## src/hdl/atou_pkg.sv

```systemverilog
// shared types and constants for the ascii to unsigned parser
`default_nettype none

package atou_pkg;

  localparam int WORD_BITS   = 32;
  localparam int OFFSET_BITS = 12;
  localparam int CHAR_BITS   = 8;
  localparam int BASE_BITS   = 6;
  localparam int DIGIT_BITS  = 6;

  localparam int OUT_FIELD_BITS = WORD_BITS + 2 + OFFSET_BITS;
  localparam int OUT_TDATA_BITS = ((OUT_FIELD_BITS + 7) / 8) * 8;
  localparam int OUT_PAD_BITS   = OUT_TDATA_BITS - OUT_FIELD_BITS;

  localparam logic [BASE_BITS-1:0]   BASE_RESET = BASE_BITS'(10);
  localparam logic [BASE_BITS-1:0]   BASE_DEC   = BASE_BITS'(10);
  localparam logic [BASE_BITS-1:0]   BASE_OCT   = BASE_BITS'(8);
  localparam logic [BASE_BITS-1:0]   BASE_HEX   = BASE_BITS'(16);
  localparam logic [BASE_BITS-1:0]   BASE_AUTO  = '0;

  localparam logic [OFFSET_BITS-1:0] OFF_MAX   = '1;
  localparam logic [WORD_BITS-1:0]   SAT_VALUE = {1'b0, {(WORD_BITS-1){1'b1}}};

  // character codes
  localparam logic [CHAR_BITS-1:0] CH_TAB   = 8'h09;
  localparam logic [CHAR_BITS-1:0] CH_CR    = 8'h0d;
  localparam logic [CHAR_BITS-1:0] CH_SPACE = 8'h20;
  localparam logic [CHAR_BITS-1:0] CH_PLUS  = 8'h2b;
  localparam logic [CHAR_BITS-1:0] CH_MINUS = 8'h2d;
  localparam logic [CHAR_BITS-1:0] CH_0     = 8'h30;
  localparam logic [CHAR_BITS-1:0] CH_9     = 8'h39;
  localparam logic [CHAR_BITS-1:0] CH_UA    = 8'h41;
  localparam logic [CHAR_BITS-1:0] CH_UX    = 8'h58;
  localparam logic [CHAR_BITS-1:0] CH_UZ    = 8'h5a;
  localparam logic [CHAR_BITS-1:0] CH_LA    = 8'h61;
  localparam logic [CHAR_BITS-1:0] CH_LX    = 8'h78;
  localparam logic [CHAR_BITS-1:0] CH_LZ    = 8'h7a;
  localparam logic [CHAR_BITS-1:0] CH_UPPER_BIAS = CH_UA - 8'd10;
  localparam logic [CHAR_BITS-1:0] CH_LOWER_BIAS = CH_LA - 8'd10;

  typedef enum logic [2:0] {
    PH_IDLE,
    PH_WS,
    PH_SIGN,
    PH_ZERO,
    PH_DIGITS
  } phase_t;

  typedef struct packed {
    logic                 ok;
    logic                 ovf;
    logic [WORD_BITS-1:0] acc;
  } digit_res_t;

  typedef struct packed {
    logic [OFFSET_BITS-1:0] end_offset;
    logic                   digits_seen;
    logic                   overflowed;
    logic [WORD_BITS-1:0]   value;
  } result_t;

endpackage

`default_nettype wire

```

## src/hdl/atou_digit.sv

```systemverilog
// digit decode and multiply-accumulate with overflow detection
`default_nettype none

module atou_digit import atou_pkg::*; (
  input  logic [CHAR_BITS-1:0] char_in,
  input  logic [BASE_BITS-1:0] base_in,
  input  logic [WORD_BITS-1:0] acc_in,
  input  logic                 ovf_in,
  output digit_res_t           res
);

  logic [DIGIT_BITS-1:0]          digit;
  logic                           is_digit;
  logic [BASE_BITS-1:0]           base_eff;
  logic [WORD_BITS+BASE_BITS-1:0] prod;
  logic [WORD_BITS+BASE_BITS:0]   sum;
  logic                           wraps;

  always_comb begin
    digit    = '0;
    is_digit = 1'b1;
    if (char_in inside {[CH_0:CH_9]}) begin
      digit = DIGIT_BITS'(char_in - CH_0);
    end else if (char_in inside {[CH_UA:CH_UZ]}) begin
      digit = DIGIT_BITS'(char_in - CH_UPPER_BIAS);
    end else if (char_in inside {[CH_LA:CH_LZ]}) begin
      digit = DIGIT_BITS'(char_in - CH_LOWER_BIAS);
    end else begin
      is_digit = 1'b0;
    end
  end

  assign base_eff = (base_in == BASE_AUTO) ? BASE_BITS'(1) : base_in;

  // acc*base+d above the word range is the same test as the cutoff compare
  assign prod  = {{BASE_BITS{1'b0}}, acc_in} * {{WORD_BITS{1'b0}}, base_eff};
  assign sum   = {1'b0, prod} + (WORD_BITS+BASE_BITS+1)'(digit);
  assign wraps = |sum[WORD_BITS+BASE_BITS:WORD_BITS];

  always_comb begin
    res.ok  = is_digit && (BASE_BITS'(digit) < base_eff);
    res.ovf = ovf_in || wraps;
    res.acc = res.ovf ? acc_in : sum[WORD_BITS-1:0];
  end

endmodule

`default_nettype wire

```

## src/hdl/atou_core.sv

```systemverilog
// parse state machine: one character per step, at most one result
`default_nettype none

module atou_core import atou_pkg::*; (
  input  logic                 clk,
  input  logic                 rst_n,
  input  logic                 step,
  input  logic [CHAR_BITS-1:0] char_in,
  input  logic                 start_in,
  input  logic [BASE_BITS-1:0] cfg_base,
  output logic                 res_valid,
  output result_t              res
);

  phase_t                 phase_r, phase_nxt, ph_pre;
  logic [WORD_BITS-1:0]   acc_r, acc_nxt, acc_pre;
  logic [BASE_BITS-1:0]   base_r, base_nxt, base_pre, base_dig;
  logic                   neg_r, neg_nxt, neg_pre;
  logic                   ovf_r, ovf_nxt, ovf_pre;
  logic                   any_r, any_nxt, any_pre;
  logic [OFFSET_BITS-1:0] off_r, off_nxt, off_pre;
  logic                   live;
  digit_res_t             dig;

  // state as seen by the character: fresh on a start, offset advanced otherwise
  always_comb begin
    ph_pre   = phase_r;
    acc_pre  = acc_r;
    base_pre = base_r;
    neg_pre  = neg_r;
    ovf_pre  = ovf_r;
    any_pre  = any_r;
    off_pre  = off_r;
    live     = 1'b0;
    if (step) begin
      if (start_in) begin
        ph_pre   = PH_WS;
        acc_pre  = '0;
        base_pre = cfg_base;
        neg_pre  = 1'b0;
        ovf_pre  = 1'b0;
        any_pre  = 1'b0;
        off_pre  = '0;
        live     = 1'b1;
      end else if (phase_r != PH_IDLE) begin
        live = 1'b1;
        if (off_r != OFF_MAX) begin
          off_pre = off_r + OFFSET_BITS'(1);
        end
      end
    end
  end

  // automatic base resolves to octal after a leading zero, decimal otherwise
  assign base_dig = (base_pre != BASE_AUTO) ? base_pre :
                    (ph_pre == PH_ZERO)     ? BASE_OCT : BASE_DEC;

  atou_digit u_digit (
    .char_in (char_in),
    .base_in (base_dig),
    .acc_in  (acc_pre),
    .ovf_in  (ovf_pre),
    .res     (dig)
  );

  always_comb begin
    logic first;
    logic take_dig;
    logic consumed;
    first     = 1'b0;
    take_dig  = 1'b0;
    consumed  = 1'b0;
    phase_nxt = ph_pre;
    acc_nxt   = acc_pre;
    base_nxt  = base_pre;
    neg_nxt   = neg_pre;
    ovf_nxt   = ovf_pre;
    any_nxt   = any_pre;
    off_nxt   = off_pre;
    res_valid = 1'b0;
    res       = '0;

    if (live) begin
      case (ph_pre)
        PH_WS: begin
          if (char_in == CH_SPACE || char_in inside {[CH_TAB:CH_CR]}) begin
            consumed = 1'b1;
          end else if (char_in == CH_MINUS) begin
            neg_nxt   = 1'b1;
            phase_nxt = PH_SIGN;
            consumed  = 1'b1;
          end else if (char_in == CH_PLUS) begin
            phase_nxt = PH_SIGN;
            consumed  = 1'b1;
          end else begin
            first = 1'b1;
          end
        end
        PH_SIGN: begin
          first = 1'b1;
        end
        PH_ZERO: begin
          phase_nxt = PH_DIGITS;
          if (char_in == CH_LX || char_in == CH_UX) begin
            base_nxt = BASE_HEX;
            consumed = 1'b1;
          end else begin
            // the held zero counts as a digit
            base_nxt = base_dig;
            any_nxt  = 1'b1;
            take_dig = 1'b1;
          end
        end
        PH_DIGITS: begin
          take_dig = 1'b1;
        end
        default: begin
          consumed = 1'b1;
        end
      endcase

      if (first) begin
        if ((base_pre == BASE_AUTO || base_pre == BASE_HEX) && char_in == CH_0) begin
          phase_nxt = PH_ZERO;
          consumed  = 1'b1;
        end else begin
          base_nxt  = base_dig;
          phase_nxt = PH_DIGITS;
          take_dig  = 1'b1;
        end
      end

      if (take_dig) begin
        consumed = dig.ok;
        if (dig.ok) begin
          acc_nxt = dig.acc;
          ovf_nxt = dig.ovf;
          any_nxt = 1'b1;
        end
      end

      if (!consumed) begin
        res_valid       = 1'b1;
        phase_nxt       = PH_IDLE;
        res.overflowed  = ovf_nxt;
        res.digits_seen = any_nxt;
        res.end_offset  = any_nxt ? off_nxt : '0;
        res.value       = ovf_nxt ? SAT_VALUE :
                          neg_nxt ? (~acc_nxt + WORD_BITS'(1)) : acc_nxt;
      end
    end
  end

  always_ff @(posedge clk) begin
    if (!rst_n) begin
      phase_r <= PH_IDLE;
      acc_r   <= '0;
      base_r  <= BASE_RESET;
      neg_r   <= 1'b0;
      ovf_r   <= 1'b0;
      any_r   <= 1'b0;
      off_r   <= '0;
    end else begin
      phase_r <= phase_nxt;
      acc_r   <= acc_nxt;
      base_r  <= base_nxt;
      neg_r   <= neg_nxt;
      ovf_r   <= ovf_nxt;
      any_r   <= any_nxt;
      off_r   <= off_nxt;
    end
  end

endmodule

`default_nettype wire

```

## src/hdl/ascii_to_unsigned_parser.sv

```systemverilog
// top level: input register, parse core, result register and base register
// a terminating character passes the input register and the parse core into the result register
// throughput: one character per cycle when not stalled (combinational multiply-add)
// the input stage stalls only while a result waits in the output register
// reset: rst_n synchronous active low; clears valids, parse state, base back to 10
`default_nettype none

module ascii_to_unsigned_parser import atou_pkg::*; (
  input  logic                      clk,
  input  logic                      rst_n,
  input  logic                      in_tvalid,
  output logic                      in_tready,
  input  logic [CHAR_BITS-1:0]      in_tdata,   // [7:0] character
  input  logic                      in_tuser,   // [0] string_start
  output logic                      out_tvalid,
  input  logic                      out_tready,
  // [31:0] value, [32] overflowed, [33] digits_seen, [45:34] end_offset, rest zero
  output logic [OUT_TDATA_BITS-1:0] out_tdata,
  input  logic                      cfg_valid,
  output logic                      cfg_ready,
  input  logic [BASE_BITS-1:0]      cfg_data    // number_base
);

  logic                 s1_valid_r;
  logic [CHAR_BITS-1:0] s1_char_r;
  logic                 s1_start_r;
  logic [BASE_BITS-1:0] base_cfg_r;
  logic                 out_valid_r;
  result_t              out_res_r;
  logic                 go;
  logic                 in_acc;
  logic                 res_valid;
  result_t              res;

  assign go        = !out_valid_r || out_tready;
  assign in_tready = !s1_valid_r || go;
  assign in_acc    = in_tvalid && in_tready;
  assign cfg_ready = 1'b1;

  always_ff @(posedge clk) begin
    if (!rst_n) begin
      s1_valid_r <= 1'b0;
    end else if (in_acc) begin
      s1_valid_r <= 1'b1;
    end else if (go) begin
      s1_valid_r <= 1'b0;
    end
  end

  always_ff @(posedge clk) begin
    if (in_acc) begin
      s1_char_r  <= in_tdata;
      s1_start_r <= in_tuser;
    end
  end

  always_ff @(posedge clk) begin
    if (!rst_n) begin
      base_cfg_r <= BASE_RESET;
    end else if (cfg_valid) begin
      base_cfg_r <= cfg_data;
    end
  end

  atou_core u_core (
    .clk       (clk),
    .rst_n     (rst_n),
    .step      (s1_valid_r && go),
    .char_in   (s1_char_r),
    .start_in  (s1_start_r),
    .cfg_base  (base_cfg_r),
    .res_valid (res_valid),
    .res       (res)
  );

  always_ff @(posedge clk) begin
    if (!rst_n) begin
      out_valid_r <= 1'b0;
    end else if (res_valid) begin
      out_valid_r <= 1'b1;
    end else if (out_tready) begin
      out_valid_r <= 1'b0;
    end
  end

  always_ff @(posedge clk) begin
    if (res_valid) begin
      out_res_r <= res;
    end
  end

  assign out_tvalid = out_valid_r;
  assign out_tdata  = {{OUT_PAD_BITS{1'b0}}, out_res_r};

endmodule

`default_nettype wire

```

## config.mk

```make
export PLATFORM = sky130hd
export DESIGN_NAME = ascii_to_unsigned_parser
export DESIGN_NICKNAME = d
export VERILOG_FILES = /design/src/hdl/atou_pkg.sv /design/src/hdl/atou_digit.sv /design/src/hdl/atou_core.sv /design/src/hdl/ascii_to_unsigned_parser.sv
export SDC_FILE = /design/constraint.sdc
export NUM_CORES = 1
export LEC_CHECK = 0
export ABC_AREA = 1
export BUFFER_PORTS_ARGS = -buffer_cell sky130_fd_sc_hd__buf_2
export CORE_ASPECT_RATIO = 1.2
export CORE_UTILIZATION = 50
export DETAILED_ROUTE_END_ITERATION = 8
export HOLD_SLACK_MARGIN = 0.06
export PLACE_DENSITY = 0.66
export SYNTH_ARGS = -nofsm -noshare
export SYNTH_HDL_FRONTEND = slang
export SYNTH_HIERARCHICAL = 1
export SYNTH_SLANG_ARGS = --single-unit
```

## constraint.sdc

```tcl
create_clock -name clk -period 25.8 [get_ports clk]
set_input_delay 3.87 -clock clk [delete_from_list [all_inputs] [get_ports clk]]
set_output_delay 3.87 -clock clk [all_outputs]
set_load 0.02 [all_outputs]
```

# Word level (Yosys, flattened, before mapping)
# Cells that the tools add are included.
# Widths: inputs -> output; s select.
[totals]
reg_bits = 119
latchBits = 0
mem_bits_rw = 0
romBits = 0
inputBits = 20
output_inout_bits = 51
wordCells = 163
mem_count = 0
[op_classes]
addsub = 6
n_mul = 1
n_div = 0
n_lt_le_gt_ge = 9
eq_ne = 12
n_shift = 0
n_mux = 88
bitwise_logic = 3
reduce_logical = 27
[op_table]
columns = ["op", "n"]
rows = [
  ["$mux 32", 8],
  ["$mux 6", 12],
  ["$mux 1", 49],
  ["$mux 12", 4],
  ["$add 38x6->39", 1],
  ["$mul 32x6->38", 1],
  ["$add 32x1->32 const B", 1],
  ["$eq 8x6->1 const B", 4],
  ["$not 32->32", 1],
  ["$mux 31", 1],
  ["$mux 3", 9],
  ["$eq 8x7->1 const B", 2],
  ["$ge 8x7->1 const B", 2],
  ["$le 8x7->1 const B", 2],
  ["$add 12x1->12 const B", 1],
  ["$logic_not 6->1", 2],
  ["$ne 12x12->1 const B", 1],
  ["$sub 6x6->6 const B", 2],
  ["$ge 8x4->1 const B", 1],
  ["$ge 8x6->1 const B", 1],
  ["$le 8x4->1 const B", 1],
  ["$le 8x6->1 const B", 1],
  ["$logic_and 1x1->1", 8],
  ["$reduce_or 7->1", 1],
  ["other kinds (18)", 30],
]

# Longest topological paths before layout
# Gate-level depths: netlist of the first run.
[depth]
word_depth = 21
depth_mapped = 58
mapped_depth_nobuf = 54

# By module
# The synthesis of the first run kept the hierarchy.
[by_module_without_submodules]
columns = ["module", "n_inst", "cells_each", "area_per_inst_um2", "seq_area_each_um2"]
rows = [
  ["atou_digit", 1, 1322, 8346.8, 0.0],
  ["atou_core", 1, 960, 5197.5, 1121.1],
  ["ascii_to_unsigned_parser", 1, 97, 1965.6, 1811.7],
]

# Worst setup path before layout of the first run
# OpenSTA, ideal clock, no wires.
[synth_timing]
path_type = "input port to flip-flop"
startpoint = "in out_tready"
endpoint = "reg out_res_r (netlist bit out_tdata[20]) (data pin)"
t_arrival_ns = 11.108
required_time_ns = 25.534
setup_slack_ns = 14.426
cell_stages = 53
path_buffers = 6
cell_sequence = "inv_1 -> a21boi_0 -> nand2_4 -> inv_2 -> buf_2 -> buf_2 -> or2_2 -> o21ai_0 -> nand3_1 -> o21ai_0 -> clkbuf_1 -> inv_1 -> nand3_1 -> nand2_1 -> inv_1 -> clkbuf_1 -> buf_1 -> nor2_1 -> (+17 left out) -> buf_4 -> nand3_1 -> nand2_1 -> nand2_1 -> o21ai_0 -> nand2_1 -> o21ai_2 -> inv_2 -> ha_1 -> nand2_1 -> nand2_1 -> nand2_2 -> nor2_4 -> and2_1 -> nand2_1 -> nand2_1 -> nor2_1 -> nor2_1"
[synth_rtl]
columns = ["element", "line_no", "source"]
rows = [
  ["start: declaration", "ascii_to_unsigned_parser.sv:16", "input logic out_tready,"],
  ["end signal: assignment", "ascii_to_unsigned_parser.sv:88", "out_res_r <= res;"],
  ["end: declaration", "ascii_to_unsigned_parser.sv:29", "result_t out_res_r;"],
]

==> run_results.csv, run 1 <==
group,metric,value,unit
run_status,status,"finished clean",
routing,viasPerCell,5.08,
grt,grt_max_degree,71,
worst_setup_path,arrival,14140,ps
grt,grt_antenna_before_repair,0,
worst_setup_path,cp_top_family,"simple AND/OR/NAND/NOR gates",
synthesis,ys_seq_elements,119,
timing,slew_headroom,30.7,%
synthesis,syn_inst,2379,
synthesis,synth_ff_type,"dfxtp_1",
worst_setup_path,worstSetupPathType,"in -> reg",
worst_setup_path,r2r_slack,15060,ps
routing,first_pass_iters,6,
placed_design,place_hpwl,31700,um
clocking,post-cts-setup-buffers,0,
routing,drc,0,
cells_and_area,syn_to_final_growth,7.86,%
routing,drt-total-wl,40500,um
power_and_ir_drop,peakVddDrop,43.1,uV
timing,fmax,0.0716,GHz
power_and_ir_drop,leakagePower,9.99,nW
synthesis,synth_warnings,6,
synthesis,syn_area,0.0155,mm^2
timing,whs,472,ps
timing,setup_viol,0,
cells_and_area,layout-drive-gt1-share,8.34,%
timing,final.min_clock_period,13960,ps
floorplan,die_area,0.0317,mm^2
worst_setup_path,cp_common_cell,"nand2_1",
timing,worst_pin_slew,1040,ps
routing,drtIter0Drc,962,
grt,grtUsageTotal,26.6,%
grt,grt_pass1_wl,68200,um
flow_run,max_cap_violations,0,
worst_setup_path,cp.required,25980,ps
timing,hold_viol,0,
timing,finalCritPeriodShare,54.1,%
timing,fin_skew,9.95,ps
power_and_ir_drop,power.density,42.3,mW/mm^2
cells_and_area,diodes,0,
worst_setup_path,crit_start,"out_tready",
clocking,cts.clk_slew.worst_paths,60,ps
worst_hold_path,hold_class,"reg -> reg",
cells_and_area,n_fill_cell,3008,
floorplan,die_h,195,um
synthesis,syn_avg_cell_area,6.52,um^2
clocking,clockRootBuffer,"clkbuf_16",
floorplan,io_pins,71,
cells_and_area,mostFrequentLayoutCells,"nand2_1, inv_1, nor2_1",
worst_setup_path,crit_fanout,41,
placed_design,gp_congestion,0.944,
floorplan,die_x,163,um
timing,maxSlewViolCount,0,
worst_setup_path,cp.depth,51,
timing,tns,0,ps
worst_setup_path,timing.rr.end,"out_tdata[30]$_DFFE_PP_",
floorplan,row_count,70,
floorplan,start_util,50.9,%
floorplan,core,0.0305,mm^2
clocking,htreeDepth,4,
synthesis,yosysUniqueCellTypes,50,
worst_setup_path,critPathLaunchType,"primary input",
synthesis,synth_edf_count,55,
grt,grt_pass1_vias,13800,
worst_setup_path,slowest_stage,"inv_2",
worst_setup_path,cpPeakStageDelay,650,ps
worst_setup_path,r2r-start,"out_tvalid$_SDFFE_PN0P_",
clocking,cts_resized,0,
grt,gr-total-overflow,0,
timing,rsz0062_at_grt,"false",
cells_and_area,layout_commonest_cell,"nand2_1",
synthesis,ys_async_sr_fraction,0,%
worst_setup_path,rr_worst_depth,49,
clocking,numCtsBuffers,17,
synthesis,synth.yosys.seq_area_share,18.9,%
worst_setup_path,cp-endpoint,"out_tdata[30]$_DFFE_PP_",
clocking,cts_tree,"done",
worst_setup_path,worst-path-buf-inv,9,
clocking,clockBufferDepth,2,
clocking,cts_sinks,119,
placed_design,port_buffers,67,
worst_setup_path,crit_path_end_kind,"register",
clocking,ctsHoldBuffers,0,
cells_and_area,nets,2653,
routing,post_drt_wl_per_cell,14.4,um
routing,ant_nets,0,
clocking,clk_latency,430,ps
routing,vias,14300,
per-stage QoR:
| stage | cells | power [W] | utilization, % | cell area [um^2] | setup WS [ps] |
|---|---|---|---|---|---|
| floorplan | 2380 | 0.000399 | - | 15500 | 14430 |
| global placement | 2786 | 0.000453 | 52.8 | 16100 | 11720 |
| detailed placement | 2786 | 0.000455 | 52.8 | 16100 | 11470 |
| CTS | 2818 | 0.000711 | 54.9 | 16700 | 11900 |
| global route | 2818 | 0.000751 | 54.9 | 16700 | 10780 |
| finish | 2818 | 0.000708 | 54.9 | 16700 | 11840 |
cells by family (layout without fill, tap and decap cells):
logic type                 count (synthesis)  after routing  synth area share [%]
other                                      2              3                0.0484
adders and majority gates                224            224                  24.1
AOI/OAI and AO/OA                        247            247                  8.65
DFF                                      119            119                  18.9
and+or+nand+nor                         1169           1169                  31.6
buffers and inverters                    583            625                  14.7
xor gates and xnor gates                  35             35                  1.98
area by class of cell:
cell class	count	area, um^2	area share, %
multi-input combinational	1678	10300	61.6
tap	396	495	2.96
sequential	119	2930	17.5
clock inverter	14	196	1.17
inverter	511	1920	11.5
clock buffer	18	429	2.57
timing repair buffer	82	448	2.68
flip-flops by register name (all words and copies together), names as in the netlist:
signal and cells:
out_tdata 46, u_core/acc_r 32, u_core/off_r 12, s1_char_r 8, base_cfg_r 6, u_core/base_r 6, u_core/phase_r 3, out_tvalid 1
s1_start_r 1, s1_valid_r 1, u_core/any_r 1, u_core/neg_r 1, u_core/ovf_r 1
worst min path at each step:
stage | start | to | slack (ps) | cells after the start
finish | base_cfg_r[1]$_SDFFE_PN1P_ | base_cfg_r[1]$_SDFFE_PN1P_ | 470 | 2
global route | base_cfg_r[1]$_SDFFE_PN1P_ | base_cfg_r[1]$_SDFFE_PN1P_ | 510 | 2
CTS | base_cfg_r[1]$_SDFFE_PN1P_ | base_cfg_r[1]$_SDFFE_PN1P_ | 470 | 2
detailed placement | base_cfg_r[1]$_SDFFE_PN1P_ | base_cfg_r[1]$_SDFFE_PN1P_ | 460 | 2
global placement | base_cfg_r[1]$_SDFFE_PN1P_ | base_cfg_r[1]$_SDFFE_PN1P_ | 460 | 2
floorplan | base_cfg_r[1]$_SDFFE_PN1P_ | base_cfg_r[1]$_SDFFE_PN1P_ | 430 | 2
metal layers:
metal	GRT usage (%)	share of wire (%)	vias up
met5	0	0	-
met2	44.5	47	369
met4	7.03	1.7	0
met3	2.73	4.8	48
met1	36.3	46	6633
li1	-	-	7257
Yosys cell counts (2+ instances only):
library cell	n	area, um^2
dfxtp_1	64	1280
a21o_1	2	15.0
buf_4	8	60.1
edfxtp_1	55	1650
nand3_2	7	70.1
o211ai_1	3	22.5
nor2_2	20	125
and2_1	3	18.8
or2_2	2	12.5
nor3_1	14	70.1
o21ai_2	4	35.0
a21boi_0	2	15.0
xor2_1	23	201
inv_1	494	1850
conb_1	2	7.51
a21oi_1	106	531
clkinv_1	6	22.5
fa_1	124	2480
nand2_1	732	2750
a32oi_1	2	17.5
nand2_4	7	78.8
buf_6	7	78.8
a211oi_1	2	15.0
nor4_1	4	25.0
ha_1	100	1250
buf_1	6	22.5
o21ai_1	17	85.1
buf_2	11	55.1
a31oi_1	9	56.3
nand3_1	112	561
inv_2	11	41.3
o21bai_1	4	30.0
nand2_2	24	150
nor2_1	217	815
o21ai_0	90	450
nor2_4	6	67.6
nand4_1	16	100
xnor2_1	12	105
clkbuf_1	40	150
where the power goes:
part | internal (W) | total (W) | switching (W)
Clock | 0.000162 | 0.000254 | 0.0000913
Combinational | 0.0000773 | 0.000246 | 0.000168
Sequential | 0.000204 | 0.000209 | 0.00000440
worst reg2reg max path: cells and delay by family, from the launching register on:
kind            cells  cell delay, ps
simple gates       33            5340
buf+inv             7            1770
fa+ha+maj           6            2360
compound gates      3             690
flops               1             330
Note: power is estimated with default switching activity, not from simulation.
==> inputs of run 2 (changes only) <==
--- a/config.mk
+++ b/config.mk
@@ -5,7 +5,7 @@
 export SDC_FILE = /design/constraint.sdc
 export NUM_CORES = 1
 export LEC_CHECK = 0
-export ABC_AREA = 1
+export ABC_AREA = 0
 export BUFFER_PORTS_ARGS = -buffer_cell sky130_fd_sc_hd__buf_2
 export CORE_ASPECT_RATIO = 1.2
 export CORE_UTILIZATION = 50
==> constraint.sdc (replaced) <==
create_clock -name clk -period 13.6 [get_ports clk]
set_input_delay 2.04 -clock clk [delete_from_list [all_inputs] [get_ports clk]]
set_output_delay 2.04 -clock clk [all_outputs]
set_load 0.02 [all_outputs]
==> run 2 against run 1 <==
  * Area after synthesis decreased by 8.2%
  * Core utilization increased by 0.31 points
  * Worst hold slack about the same
  * Critical path depth decreased by 15
  * Final area decreased by 7.6%
  * Largest cell class unchanged
  * Largest power group unchanged
  * First-iteration DRC count decreased by 4.8%
  * Combinational power decreased by 38%
==> run_results.csv, run 2 <==
group,metric,value,unit
run_status,status,"finished clean",
timing,slew_headroom,19.8,%
floorplan,row_count,67,
placed_design,port_buffers,67,
cells_and_area,syn_to_final_growth,8.56,%
worst_setup_path,crit_path_end_kind,"register",
cells_and_area,largest_reg_flops,46,
routing,wl_met1,17400,um
grt,gr-total-overflow,0,
routing,route.met3.wl,2140,um
worst_setup_path,cpPeakStageDelay,890,ps
timing,fmax,0.0803,GHz
clocking,cts_sinks,119,
routing,drt-total-wl,39100,um
synthesis,ys_seq_elements,119,
clocking,clockRootBuffer,"clkbuf_16",
synthesis,syn_area,0.0142,mm^2
routing,first_pass_iters,5,
floorplan,io_pins,71,
synthesis,synth_ff_type,"dfxtp_1",
floorplan,die_h,187,um
timing,rsz0062_at_grt,"false",
timing,setup_viol,0,
synthesis,synth_edf_count,55,
timing,tns,0,ps
power_and_ir_drop,power,0.00100,W
clocking,ctsHoldBuffers,0,
worst_setup_path,worstSetupPathType,"in -> reg",
grt,grt_pass1_wl,63700,um
cells_and_area,diodes,0,
power_and_ir_drop,peakVddDrop,81.5,uV
cells_and_area,nets,1837,
synthesis,synth_top_cell_area_share,17.4,%
cells_and_area,layout_commonest_cell,"and2_1",
routing,vias,12000,
routing,post_drt_wl_per_cell,19.7,um
grt,grt_antenna_before_repair,0,
synthesis,ys_async_sr_fraction,0,%
synthesis,yosys-top-cells-count,"and2_1, fa_1, nor2_1",
clocking,clk_latency,420,ps
routing,drc,0,
synthesis,synth_warnings,6,
synthesis,synth.yosys.seq_area_share,20.6,%
routing,route.met2.wl,18600,um
timing,finalCritPeriodShare,91.6,%
routing,top_layer_used,"met4",
synthesis,post-synth-top-area-cell,"fa_1",
grt,grt_pass1_vias,11900,
floorplan,die_area,0.0292,mm^2
cells_and_area,seqCellArea,0.00293,mm^2
floorplan,core,0.0280,mm^2
timing,fin_skew,8.95,ps
synthesis,synth.most_common_cell,"and2_1",
timing,worst_pin_slew,1190,ps
worst_hold_path,hold_class,"reg -> reg",
placed_design,gp_congestion,0.974,
routing,ant_nets,0,
synthesis,syn_avg_cell_area,9.08,um^2
synthesis,syn_inst,1567,
power_and_ir_drop,power.density,65.0,mW/mm^2
flow_run,max_cap_violations,0,
clocking,clockBufferDepth,2,
floorplan,die_x,156,um
placed_design,place_hpwl,30300,um
clocking,cts_resized,0,
cells_and_area,multiInputGateArea,0.0107,mm^2
power_and_ir_drop,leakagePower,7.30,nW
synthesis,yosysUniqueCellTypes,84,
cells_and_area,mostFrequentLayoutCells,"and2_1, fa_1, nor2_1",
grt,grtUsageTotal,27.7,%
floorplan,start_util,50.8,%
clocking,post-cts-setup-buffers,0,
cells_and_area,layout-drive-gt1-share,11.3,%
worst_setup_path,crit_fanout,34,
synthesis,synth_area_leaders,"fa_1, edfxtp_1, dfxtp_1",
routing,drtIter0Drc,916,
worst_setup_path,critPathLaunchType,"primary input",
grt,grt_max_degree,61,
timing,maxSlewViolCount,0,
cells_and_area,n_fill_cell,2623,
worst_setup_path,arrival,12580,ps
timing,hold_viol,0,
worst_setup_path,slowest_stage,"nor4_4",
clocking,numCtsBuffers,17,
worst_setup_path,cp.required,13720,ps
timing,final.min_clock_period,12460,ps
clocking,cts.clk_slew.worst_paths,60,ps
clocking,cts_tree,"done",
routing,viasPerCell,6.04,
clocking,htreeDepth,4,
[run 2: path summary, 6_finish.rpt]
kind / startpoint / end / slack, ps / depth (start not counted)
worst max-delay path: out_tready / out_tdata[15]$_DFFE_PP_ / 1140 / 36
worst min-delay path: u_core/any_r$_SDFF_PN0_ / u_core/any_r$_SDFF_PN0_ / 470 / 2
worst max register to register: out_tvalid$_SDFFE_PN0P_ / out_tdata[15]$_DFFE_PP_ / 2440 / 35
worst min register to register: u_core/any_r$_SDFF_PN0_ / u_core/any_r$_SDFF_PN0_ / 470 / 2
[run 2: kinds of logic after synthesis]
family                     after synthesis  share of synthesized area (%)
adders and majority gates              224                           26.2
other                                    2                         0.0528
buffers and inverters                  150                           4.49
AOI/OAI and AO/OA                      313                           14.5
and+or+nand+nor                        611                           23.4
DFF                                    119                           20.6
muxes                                   71                           6.00
xor gates and xnor gates                77                           4.74
[run 2: power breakdown]
part | switching (W) | leakage [nW] | total (W) | internal, W
clock network | 0.000174 | 0.289 | 0.000467 | 0.000294
logic | 0.0000984 | 5.90 | 0.000152 | 0.0000532
registers | 0.00000772 | 1.11 | 0.000385 | 0.000378
total | 0.000280 | 7.30 | 0.00100 | 0.000725
[run 2: through the flow]
| step | cell area (um^2) | cells | hold WS, ps | util (%) | setup WS (ps) |
|---|---|---|---|---|---|
| 2_1_floorplan | 14200 | 1568 | 445 | - | 1780 |
| 3_3_place_gp | 14800 | 1953 | 460 | 53.0 | 953 |
| 3_5_place_dp | 14800 | 1953 | 461 | 53.0 | 894 |
| 4_1_cts | 15500 | 1985 | 472 | 55.2 | 1300 |
| 5_1_grt | 15500 | 1985 | 487 | 55.2 | 613 |
| 6_report | 15500 | 1985 | 471 | 55.2 | 1140 |
[run 2: final cells by class]
type                       instances  area share (%)
clock buffer                      18            2.84
timing repair buffer              86            3.09
sequential                       119            19.0
inverter                          70            1.70
multi-input combinational       1299            69.2
tap                              379            3.07
clock inverter                    14            1.13
[run 2: critical path, delay by kind of cell]
kind	cells	cell delay, ps
AO/OA/AOI/OAI	10	2210
buffers and inverters	4	1010
AND/OR/NAND/NOR	14	4410
XOR/XNOR	2	300
adder cells (fa/ha/maj)	5	2180
multiplexers	1	380
[run 2: per-layer routing]
metal / GRT usage (%) / up-vias
li1: - / 5544
met1: 38.2 / 5904
met2: 44.8 / 448
met3: 3.82 / 87
met4: 9.05 / 0
met5: 0 / -
